### src/design/sdm_pkg.sv
// Shared constants and types for the signed division magic number block.
`default_nettype none

package sdm_pkg;

  localparam int unsigned WordBits  = 32;
  localparam int unsigned QuotBits  = WordBits + 2;
  localparam int unsigned CntBits   = $clog2(WordBits);
  localparam int unsigned PBits     = $clog2(2 * WordBits);
  localparam int unsigned ShiftBits = 5;

  localparam logic [PBits-1:0] MaxP = PBits'(2 * WordBits - 1);

  typedef struct packed {
    logic clr;
    logic en;
    logic din;
  } sdm_step_t;

endpackage

`default_nettype wire

### src/design/sdm_if.sv
// Request and result channel interfaces for the magic number block.
`default_nettype none

interface sdm_req_if import sdm_pkg::*; ();
  logic                       valid;
  logic                       ready;
  logic signed [WordBits-1:0] divisor;

  modport source (output valid, output divisor, input ready);
  modport sink   (input valid, input divisor, output ready);
endinterface

interface sdm_rsp_if import sdm_pkg::*; ();
  logic                       valid;
  logic                       ready;
  logic signed [WordBits-1:0] magic;
  logic [ShiftBits-1:0]       shift_amount;
  logic                       add_needed;
  logic                       invalid;

  modport source (output valid, output magic, output shift_amount, output add_needed,
                  output invalid, input ready);
  modport sink   (input valid, input magic, input shift_amount, input add_needed,
                  input invalid, output ready);
endinterface

`default_nettype wire

### src/design/sdm_serdiv.sv
// Bit-serial restoring divider: one quotient bit per enabled cycle.
`default_nettype none

module sdm_serdiv import sdm_pkg::*; #(
  parameter int unsigned Width  = WordBits,
  parameter int unsigned QWidth = WordBits
) (
  input  wire logic              clk_i,
  input  wire sdm_step_t         step_i,
  input  wire logic [Width-1:0]  den_i,
  output logic      [Width-1:0]  rem_o,
  output logic      [QWidth-1:0] quo_o
);

  logic [Width-1:0]  rem_q, rem_d;
  logic [QWidth-1:0] quo_q, quo_d;
  logic [Width:0]    shifted;
  logic [Width:0]    diff;
  logic              ge;

  always_comb begin
    shifted = {rem_q, step_i.din};
    diff    = shifted - {1'b0, den_i};
    ge      = shifted >= {1'b0, den_i};
    rem_d   = rem_q;
    quo_d   = quo_q;
    if (step_i.clr) begin
      rem_d = '0;
      quo_d = '0;
    end else if (step_i.en) begin
      rem_d = ge ? diff[Width-1:0] : shifted[Width-1:0];
      quo_d = {quo_q[QWidth-2:0], ge};
    end
  end

  always_ff @(posedge clk_i) begin
    rem_q <= rem_d;
    quo_q <= quo_d;
  end

  assign rem_o = rem_q;
  assign quo_o = quo_q;

endmodule

`default_nettype wire

### src/design/signed_division_magic_number.sv
// Signed division magic number generator: top level.
//
// Takes one divisor request at a time and returns the magic multiplier, the post-shift
// and the add flag for replacing signed division by that constant with a multiply-high.
// Divisors -1, 0, 1 and -2^31 return invalid = 1 with all other fields zero; such a
// request skips the divisions and goes straight to loading the result. Any other divisor
// runs 2^31 / |d|, forms anc, runs 2^31 / anc, takes 1 to 32 search steps, leaves the
// search and loads the result. Loading the result waits while the previous result is
// still held. Both divisions and the search run on bit-serial restoring dividers that
// retire one quotient bit per cycle. The result sits in an output register, so a new
// request is taken as soon as the engine is free, even while the last result waits.
`default_nettype none

module signed_division_magic_number import sdm_pkg::*; (
  input  wire logic clk_i,
  input  wire logic rst_ni,
  sdm_req_if.sink   req_i,
  sdm_rsp_if.source rsp_o
);

  typedef enum logic [2:0] {
    StIdle,
    StDivA,
    StAnc,
    StDivB,
    StLoop,
    StFin
  } state_e;

  state_e               state_q;
  logic [CntBits-1:0]   cnt_q;
  logic [PBits-1:0]     p_q;
  logic                 first_q;
  logic                 neg_q;
  logic                 bad_q;
  logic [WordBits-1:0]  ad_q;
  logic [WordBits-1:0]  anc_q;

  logic                 rsp_valid_q;
  logic [WordBits-1:0]  magic_q;
  logic [ShiftBits-1:0] shift_q;
  logic                 add_q;
  logic                 inv_q;

  sdm_step_t            step1, step2;
  logic [WordBits-1:0]  r1, r2;
  logic [QuotBits-1:0]  q1;
  logic [WordBits-1:0]  q2;

  logic [WordBits-1:0]  din_abs;
  logic                 din_bad;
  logic [WordBits-1:0]  delta;
  logic                 cont;
  logic                 stepping;
  logic [WordBits:0]    tmod;
  logic [WordBits-1:0]  tmod_w;
  logic [WordBits-1:0]  anc_d;
  logic [WordBits-1:0]  magic_d;
  logic [PBits-1:0]     p_off;
  logic                 last_bit;
  logic                 out_free;

  assign req_i.ready = (state_q == StIdle);

  always_comb begin
    din_abs = req_i.divisor[WordBits-1] ? (~req_i.divisor + 1'b1) : req_i.divisor;
    din_bad = (req_i.divisor == '0)
           || (req_i.divisor == WordBits'(1))
           || (req_i.divisor == '1)
           || (req_i.divisor == {1'b1, {(WordBits-1){1'b0}}});

    delta    = ad_q - r2;
    cont     = (q1 < {2'b00, delta}) || ((q1 == {2'b00, delta}) && (r1 == '0));
    stepping = (state_q == StLoop) && (first_q || (cont && (p_q != MaxP)));
    last_bit = (cnt_q == CntBits'(WordBits - 1));

    // t mod ad from 2^31 mod ad, with t one larger for negative divisors
    tmod   = {1'b0, r2} + {{WordBits{1'b0}}, neg_q};
    tmod_w = (tmod == {1'b0, ad_q}) ? '0 : tmod[WordBits-1:0];
    anc_d  = ({1'b0, {(WordBits-1){1'b1}}} + {{(WordBits-1){1'b0}}, neg_q}) - tmod_w;

    step2.clr = req_i.valid && req_i.ready;
    step2.en  = (state_q == StDivA) || stepping;
    step2.din = (state_q == StDivA) && (cnt_q == '0);

    step1.clr = (state_q == StAnc);
    step1.en  = (state_q == StDivB) || stepping;
    step1.din = (state_q == StDivB) && (cnt_q == '0);

    magic_d  = neg_q ? ~q2 : (q2 + 1'b1);
    p_off    = p_q - PBits'(WordBits);
    out_free = !rsp_valid_q || rsp_o.ready;
  end

  sdm_serdiv #(
    .Width  (WordBits),
    .QWidth (QuotBits)
  ) u_div_anc (
    .clk_i  (clk_i),
    .step_i (step1),
    .den_i  (anc_q),
    .rem_o  (r1),
    .quo_o  (q1)
  );

  sdm_serdiv #(
    .Width  (WordBits),
    .QWidth (WordBits)
  ) u_div_ad (
    .clk_i  (clk_i),
    .step_i (step2),
    .den_i  (ad_q),
    .rem_o  (r2),
    .quo_o  (q2)
  );

  always_ff @(posedge clk_i or negedge rst_ni) begin
    if (!rst_ni) begin
      state_q     <= StIdle;
      cnt_q       <= '0;
      p_q         <= '0;
      first_q     <= 1'b0;
      neg_q       <= 1'b0;
      bad_q       <= 1'b0;
      ad_q        <= '0;
      anc_q       <= '0;
      rsp_valid_q <= 1'b0;
      magic_q     <= '0;
      shift_q     <= '0;
      add_q       <= 1'b0;
      inv_q       <= 1'b0;
    end else begin
      if (rsp_valid_q && rsp_o.ready && (state_q != StFin)) begin
        rsp_valid_q <= 1'b0;
      end
      unique case (state_q)
        StIdle: begin
          if (req_i.valid) begin
            neg_q   <= req_i.divisor[WordBits-1];
            ad_q    <= din_abs;
            bad_q   <= din_bad;
            cnt_q   <= '0;
            state_q <= din_bad ? StFin : StDivA;
          end
        end
        StDivA: begin
          cnt_q <= cnt_q + 1'b1;
          if (last_bit) begin
            state_q <= StAnc;
          end
        end
        StAnc: begin
          anc_q   <= anc_d;
          cnt_q   <= '0;
          state_q <= StDivB;
        end
        StDivB: begin
          cnt_q <= cnt_q + 1'b1;
          if (last_bit) begin
            first_q <= 1'b1;
            p_q     <= PBits'(WordBits - 1);
            state_q <= StLoop;
          end
        end
        StLoop: begin
          if (stepping) begin
            first_q <= 1'b0;
            p_q     <= p_q + 1'b1;
          end else begin
            state_q <= StFin;
          end
        end
        StFin: begin
          if (out_free) begin
            rsp_valid_q <= 1'b1;
            inv_q       <= bad_q;
            magic_q     <= bad_q ? '0 : magic_d;
            shift_q     <= bad_q ? '0 : p_off[ShiftBits-1:0];
            add_q       <= !bad_q && !neg_q && magic_d[WordBits-1];
            state_q     <= StIdle;
          end
        end
        default: state_q <= StIdle;
      endcase
    end
  end

  assign rsp_o.valid        = rsp_valid_q;
  assign rsp_o.magic        = magic_q;
  assign rsp_o.shift_amount = shift_q;
  assign rsp_o.add_needed   = add_q;
  assign rsp_o.invalid      = inv_q;

  assert property (@(posedge clk_i) disable iff (!rst_ni)
    (rsp_valid_q && inv_q) |-> (magic_q == '0 && shift_q == '0 && !add_q))
    else $error("invalid result carries nonzero fields");

  assert property (@(posedge clk_i) disable iff (!rst_ni)
    (rsp_valid_q && add_q) |-> magic_q[WordBits-1])
    else $error("add flag set with non-negative magic");

  assert property (@(posedge clk_i) disable iff (!rst_ni)
    (state_q == StDivB) |-> (anc_q != '0))
    else $error("anc divider running with zero denominator");

  assert property (@(posedge clk_i) disable iff (!rst_ni)
    (state_q == StLoop) |-> (r2 < ad_q && r1 < anc_q && p_q <= MaxP))
    else $error("search remainder or step count out of range");

endmodule

`default_nettype wire
### src/flat_wrapper.sv
// flat-port wrapper written by rule: the top's interface ports become plain ports
module signed_division_magic_number_flat import sdm_pkg::*;
  (clk_i, rst_ni, req_i_valid, req_i_divisor, req_i_ready, rsp_o_valid, rsp_o_magic, rsp_o_shift_amount, rsp_o_add_needed, rsp_o_invalid, rsp_o_ready);
  sdm_req_if req_i_i ();
  sdm_rsp_if rsp_o_i ();
  input  wire logic clk_i;
  input  wire logic rst_ni;
  input wire logic [$bits(req_i_i.valid)-1:0] req_i_valid;
  input wire logic [$bits(req_i_i.divisor)-1:0] req_i_divisor;
  output wire logic [$bits(req_i_i.ready)-1:0] req_i_ready;
  output wire logic [$bits(rsp_o_i.valid)-1:0] rsp_o_valid;
  output wire logic [$bits(rsp_o_i.magic)-1:0] rsp_o_magic;
  output wire logic [$bits(rsp_o_i.shift_amount)-1:0] rsp_o_shift_amount;
  output wire logic [$bits(rsp_o_i.add_needed)-1:0] rsp_o_add_needed;
  output wire logic [$bits(rsp_o_i.invalid)-1:0] rsp_o_invalid;
  input wire logic [$bits(rsp_o_i.ready)-1:0] rsp_o_ready;
  assign req_i_i.valid = req_i_valid;
  assign req_i_i.divisor = req_i_divisor;
  assign req_i_ready = req_i_i.ready;
  assign rsp_o_valid = rsp_o_i.valid;
  assign rsp_o_magic = rsp_o_i.magic;
  assign rsp_o_shift_amount = rsp_o_i.shift_amount;
  assign rsp_o_add_needed = rsp_o_i.add_needed;
  assign rsp_o_invalid = rsp_o_i.invalid;
  assign rsp_o_i.ready = rsp_o_ready;
  signed_division_magic_number u_core (.clk_i(clk_i), .rst_ni(rst_ni), .req_i(req_i_i), .rsp_o(rsp_o_i));
endmodule
### config.mk
export PLATFORM = sky130hd
export DESIGN_NAME = signed_division_magic_number_flat
export DESIGN_NICKNAME = d
export VERILOG_FILES = /design/src/design/sdm_pkg.sv /design/src/design/sdm_if.sv /design/src/design/sdm_serdiv.sv /design/src/design/signed_division_magic_number.sv /design/src/flat_wrapper.sv
export SDC_FILE = /design/constraint.sdc
export NUM_CORES = 1
export LEC_CHECK = 0
export BUFFER_PORTS_ARGS = -buffer_cell sky130_fd_sc_hd__buf_2
export CAP_MARGIN = 10
export CORE_UTILIZATION = 58
export DETAILED_ROUTE_END_ITERATION = 8
export PLACE_DENSITY = 0.87
export SLEW_MARGIN = 40
export SYNTH_ARGS = -nofsm -noshare
export SYNTH_HDL_FRONTEND = slang
export SYNTH_SLANG_ARGS = --single-unit
### constraint.sdc
create_clock -name clk_i -period 7.5 [get_ports clk_i]
set_input_delay 1.125 -clock clk_i [delete_from_list [all_inputs] [get_ports clk_i]]
set_output_delay 1.125 -clock clk_i [all_outputs]
set_load 0.05 [all_outputs]
### Word-level counts from Yosys, hierarchy flattened

Cells that the tools add are included.

| word-level totals | value |
|---|---|
| flip-flop bits (word level) | 251 |
| input port bits | 36 |
| logic and storage cells | 110 |
| output and inout bits | 41 |

| cells by class | value |
|---|---|
| magnitude comparators | 3 |
| muxes and demuxes | 25 |
| bitwise logic cells | 2 |
| add/subtract/negate cells | 11 |
| equality and inequality tests | 19 |
| reduce and logical (&&, ||, !) cells | 33 |

Operators with widths:

| cell | number |
|---|---|
| two-way mux 32 bit | 6 |
| subtractor 32 bit | 4 |
| >= comparator 33 x 32 -> 1 bit | 2 |
| adder 32 x 1 -> 32 bit, second input constant | 2 |
| == test 32 bit, second input constant | 2 |
| logical NOT 32 bit | 2 |
| inverter 32 bit | 2 |
| == test 34 x 32 -> 1 bit | 1 |
| < comparator 34 x 32 -> 1 bit | 1 |
| adder 32 x 1 -> 33 bit | 1 |
| == test 33 x 32 -> 1 bit | 1 |
| adder 31 x 1 -> 32 bit, first input constant | 1 |
| == test 32 x 2 -> 1 bit, second input constant | 1 |
| two-way mux 3 bit | 6 |
| case mux 3 bit (6 select lines) | 1 |
| case mux 5 bit (3 select lines) | 1 |
| two-way mux 6 bit | 2 |
| case mux 6 bit (2 select lines) | 1 |
| logical AND 1 bit | 10 |
| two-way mux 5 bit | 2 |
| logical OR 1 bit | 8 |
| inequality test 2 x 1 -> 1 bit, second input constant | 4 |
| adder 6 x 1 -> 6 bit, second input constant | 1 |
| == test 3 x 2 -> 1 bit, second input constant | 2 |
| other kinds (19) | 29 |

### Longest topological paths before layout

| depth | value |
|---|---|
| depth in word-level cells | 9 |
| gate-level depth with buffers | 27 |
| mapped depth without buffers | 24 |

### Modules after synthesis

Synthesis repeated with hierarchy kept, for this count alone.

| second synthesis, totals | value |
|---|---|
| cell total of the unflattened synthesis | 2,517 |
| area, all modules | 20,200.6 µm² |

By module, submodules not included:

| module | instances | seq. area each (µm²) | cells each | area an instance (µm²) |
|---|---|---|---|---|
| signed_division_magic_number | 1 | 3,027.9 | 1,381 | 11,162.0 |
| sdm_serdiv (u_core.u_div_anc) | 1 | 1,321.3 | 586 | 4,688.2 |
| sdm_serdiv (u_core.u_div_ad) | 1 | 1,281.2 | 550 | 4,350.4 |

### Worst setup path before layout

Ideal clock, no wire load.

| timing | value |
|---|---|
| kind | register to register |
| start point | register u_core.u_div_ad.rem_q[0] (netlist: u_core.u_div_ad.rem_o[0]) |
| end point | register u_core.anc_q[29] |
| library setup time | 65 ps |
| arrival time | 6,178 ps |
| slack | 1,257 ps |
| buffers on the path | 5 |
| cell stages (with the launch flop) | 28 |
| required time | 7,435 ps |
| clock period less this slack | 6,243 ps |
| path through | dfxtp_1 ha_1 ha_1 buf_4 nand4_1 nor2_2 nand4_1 o21ai_0 o311ai_1 or4_1 or4_4 or2_4 buf_6 buf_2 nand2_1 ha_1 clkbuf_1 inv_1 or3_1 nor2_1 nand2_1 or4_1 clkbuf_1 nor3b_2 nor3b_2 nand3_1 a41oi_1 o21a_1 |

| between the ends | value |
|---|---|
| word-level cells in the longest chain between the ends | 4 |

RTL lines:

| what | RTL line | RTL |
|---|---|---|
| start, declared | sdm_serdiv.sv:15 | `logic [Width-1:0] rem_q, rem_d;` |
| start signal, assigned | sdm_serdiv.sv:37 | `rem_q <= rem_d;` |
| adder 32 x 1 -> 33 bit * | signed_division_magic_number.sv:78 | `tmod = {1'b0, r2} + {{WordBits{1'b0}}, neg_q};` |
| == test 33 x 32 -> 1 bit | signed_division_magic_number.sv:79 | `tmod_w = (tmod == {1'b0, ad_q}) ? '0 : tmod[WordBits-1:0];` |
| two-way mux 32 bit * | signed_division_magic_number.sv:79 |  |
| subtractor 32 bit * | signed_division_magic_number.sv:80 | `anc_d = ({1'b0, {(WordBits-1){1'b1}}} + {{(WordBits-1){1'b0}}, neg_q}) - tmod_w;` |
| end signal, assigned | signed_division_magic_number.sv:153 | `anc_q <= anc_d;` |
| end, declared | signed_division_magic_number.sv:37 | `logic [WordBits-1:0] anc_q;` |

Mark *: on every way between the ends. The rest lies on a longest branch, timed or not.
A chain may end at the register's enable or synchronous reset.

### Final worst setup path

| timing | value |
|---|---|
| start point | register u_core.u_div_ad.rem_q[5] (netlist: u_core.u_div_ad.rem_o[5]) |
| end point | register u_core.u_div_ad.rem_q[0] (netlist: u_core.u_div_ad.rem_o[0]) |

| between the ends | value |
|---|---|
| word-level cells in the longest chain between the ends | 8 |
| elaborated cells between the ends (all ways) | 11 |
| those cells by class | add/sub: 1; order compare: 2; eq/ne: 1; mux: 1; reduce/logical: 6 |

RTL lines:

| what |
|---|
| branches (longest 8 deep; another with < comparator 34 x 32 -> 1 bit) |

Several ways; the timed one is not identified.

==> impl_metrics.csv <==
group,metric,value,unit
hold_path,hp-class,"flip-flop to flip-flop",
drt,drtAntennaViolNets,0,
sta,worst_slew_margin_rel,47.8,%
power,p_clk_share,16.3,%
placement,place_hpwl,42200,um
grt,busiest_layer,"met2",
critical_path,arrival,7.46,ns
critical_path,path_class,"flip-flop to flip-flop",
sta,fin_crit_sh,92.9,%
grt,overflow,0,
clock_network,clock_sinks,251,
grt,grt_pass1_wl,90400,um
power,power_frac_comb,60.7,%
clock_network,clkLatencyLatePin,0.57,ns
die,ios,77,
layout,antenna_cells,0,
drt,drt_wl_total,56800,um
yosys,syn-cell-area,0.0195,mm^2
sta,setup_violations,0,
yosys,yosysWarnings,0,
sta,hold_viol,0,
drt,drt_pre_antenna_iters,8,
clock_network,clock_path_buffers,3,
power,netSwitchingFraction,49.7,%
yosys,synth_seq_cells,251,
yosys,ys.flop_type,"dfxtp_1",
yosys,synth-edff-count,0,
power,leakagePower,9.21,nW
critical_path,end_kind,"flip-flop",
power,p_sw,4.42,mW
critical_path,startpoint_type,"flip-flop",
die,rows,66,
sta,maxSlewViolCount,0,
die,die_h,185,um
sta,min_period,6.97,ns
sta,skew,0.0113,ns
die,die-area,0.0343,mm^2
clock_network,cts_htree_levels,1,
power,power.internal,4.48,mW
yosys,async_flop_share,48.2,%
grt,use_met1,44.0,%
yosys,avgSynthCellArea,7.88,um^2
grt,grt_pass1_vias,17600,
grt,grt_max_degree,90,
outcome,status,"complete, no violations",
critical_path,worstPathRequired,7.99,ns
drt,drc,0,
layout,final.fill_count,2726,
layout,drive_above_1_share,8.53,%
power,ir_worst_vdd,259,uV
clock_network,hold_buffers,0,
yosys,syn-instance-count,2472,
yosys,syn_nets,2650,
die,initial_core_util,59.4,%
drt,wire_per_inst,19.3,um
grt,grt_use_total,32.6,%
clock_network,clockRootBuffer,"clkbuf_16",
sta,tightest_slew,0.777,ns
power,seq_power_share,23.0,%
placement,gp_congestion,1.05,
grt,met3_usage,3.85,%
layout,fin_nets,2651,
drt,vias,19100,
critical_path,worstPathMaxFanout,37,
drt,drtIter0Drc,2061,
sta,max_clock_freq,0.143,GHz
clock_network,postCtsSetupRepairBufs,0,
sta,fin_setup_tns,0,ns
yosys,ys_seq_area_share,28.9,%
clock_network,cts_buffers,29,
job,cap_violations,0,
sta,rsz0062_at_grt,"no",
layout,syn2layout_area_growth,8.32,%
placement,portBuffers,76,
power,power_density,422,mW/mm^2
clock_network,cts.clk_slew.worst_paths,0.07,ns
yosys,ys_types,94,
clock_network,cts_tree,"built",
grt,met2_usage,52.8,%
power,p_total,8.90,mW
grt,antenna_found_initial,0,
die,core-area,0.0328,mm^2
drt,routed_via_density,6.50,
die,fp.dieW,185,um
-- worst max-delay path, stage by stage (launching register included) --
cell and delay (ns):
dfxtp_1 0.66, inv_2 0.22, ha_1 0.41, o21a_1 0.14, o21ai_0 0.09, a211oi_1 0.38
nor2_1 0.16, o31a_1 0.40, a211oi_1 0.45, a311oi_1 0.21, o31ai_1 0.29, a21oi_1 0.12
xor2_1 0.19, ha_1 0.36, nand4_1 0.12, nor4_2 0.39, nand4_1 0.21, nor4_1 0.39
a21oi_1 0.23, o21ai_1 0.36, and2_4 0.49, buf_4 0.32, o21ai_0 0.11, a21oi_1 0.15
-- per-stage QoR --
step / utilization [%] / setup WS, ns / std cells / hold WS [ns] / instance area [um^2]
after floorplan: - / 1.26 / 2472 / 0.436 / 19500
after global placement: 61.2 / 0.412 / 2883 / 0.447 / 20100
after detailed placement: 61.2 / 0.228 / 2883 / 0.459 / 20100
after CTS: 64.2 / 0.116 / 2937 / 0.468 / 21000
after global routing: 64.4 / 0.0508 / 2938 / 0.492 / 21100
final: 64.4 / 0.531 / 2938 / 0.470 / 21100
-- registers in the layout, summed over array words and instances (netlist names), 6 cells and up --
register,cells
u_core.anc_q,32
u_core.u_div_ad.quo_o,32
u_core.rsp_o.magic,32
u_core.u_div_anc.rem_o,32
u_core.p_q,6
u_core.u_div_anc.quo_o,34
u_core.u_div_ad.rem_o,32
u_core.ad_q,32
-- cells in the mapped netlist (27+ instances only) --
library cell	count	area (um^2)
a21o_1	58	435
a21oi_1	237	1190
a22o_1	31	272
a31oi_1	27	169
clkbuf_1	96	360
dfrtp_1	121	3030
dfxtp_1	130	2600
ha_1	139	1740
inv_1	125	469
mux2i_1	38	380
nand2_1	355	1330
nand3_1	63	315
nand4_1	48	300
nor2_1	124	465
nor3_1	54	270
nor4_1	29	181
o21ai_0	169	846
o31ai_1	39	293
xnor2_1	114	998
xor2_1	78	683
-- per-layer routing --
layer	wire length [um]	share of wire [%]	vias to the layer above
met1	23500	41	8995
met4	2370	4.2	0
met5	0	0	-
met3	4770	8.4	162
li1	-	-	8948
met2	26100	46	996
-- power by group through the flow --
stage               Sequential [mW]  Clock (mW)  Combinational (mW)
floorplan                      1.75           0                4.08
global placement               2.02           0                5.06
detailed placement             2.03           0                5.23
CTS                            2.01        1.46                5.26
global route                   2.06        1.52                5.89
finish                         2.04        1.45                5.40
-- final timing paths --
check                      depth (start not counted)  slack (ns)                              startpoint                                      to
setup / recovery                                  23        0.53   u_core.u_div_ad.rem_o[5]$_SDFFE_PP0P_   u_core.u_div_ad.rem_o[0]$_SDFFE_PP0P_
hold / removal                                     2        0.47  u_core.u_div_anc.quo_o[0]$_SDFFE_PP0P_  u_core.u_div_anc.quo_o[1]$_SDFFE_PP0P_
setup reg to reg                                  23        0.53   u_core.u_div_ad.rem_o[5]$_SDFFE_PP0P_   u_core.u_div_ad.rem_o[0]$_SDFFE_PP0P_
hold reg to reg                                    2        0.47  u_core.u_div_anc.quo_o[0]$_SDFFE_PP0P_  u_core.u_div_anc.quo_o[1]$_SDFFE_PP0P_
max in group asynchronous                          2        5.82                                  rst_ni             u_core.ad_q[28]$_DFFE_PN0P_
min in group asynchronous                          1        0.57                                  rst_ni               u_core.p_q[2]$_DFFE_PN0P_
-- area by class of cell --
| type | instances | area, um^2 | share of cell area, % |
|---|---|---|---|
| Sequential cell | 251 | 5630 | 26.7 |
| Clock buffer | 38 | 800 | 3.79 |
| Timing Repair Buffer | 99 | 609 | 2.89 |
| Clock inverter | 16 | 176 | 0.836 |
| Inverter | 128 | 480 | 2.28 |
| Tap cell | 442 | 553 | 2.62 |
| Multi-Input combinational cell | 1964 | 12800 | 60.9 |
-- cell families (layout without fill, tap and decap cells) --
kind of cell    count (synthesis)  count (layout)  synth area share, %
compound gates                748             748                 24.4
xor+xnor                      194             194                 8.89
fa+ha+maj                     142             142                 9.24
buf+inv                       257             281                 5.44
flops                         251             251                 28.9
mux                            44              44                 2.32
simple gates                  836             836                 20.8
-- what timing repair did --
action,in CTS,in global routing
endpoints found under the hold margin,0,0
gates resized for setup,0,8
setup endpoints to repair,0,131
-- layout by cell type (no fill, tap or decap), types with 9 or more instances in the layout --
cell,count
nand2b_1,24
a31oi_1,27
clkbuf_16,29
xor2_1,78
mux2i_1,38
o31ai_1,39
or2_2,9
and3_1,24
o22ai_1,13
o211ai_1,15
ha_1,139
nor2_1,124
o21a_1,24
and2_1,11
o21ai_0,167
a311oi_1,12
a21oi_1,237
buf_4,19
a22o_1,31
nor3_1,54
a21o_1,58
a211oi_1,16
dfxtp_1,128
xnor2_1,114
nand3_1,63
or3_1,19
nand4_1,48
inv_1,125
nor4_1,28
buf_2,75
dfrtp_1,121
or4_1,10
nand2_1,353
nor2b_1,17
Power figures use the tool's default switching activity.
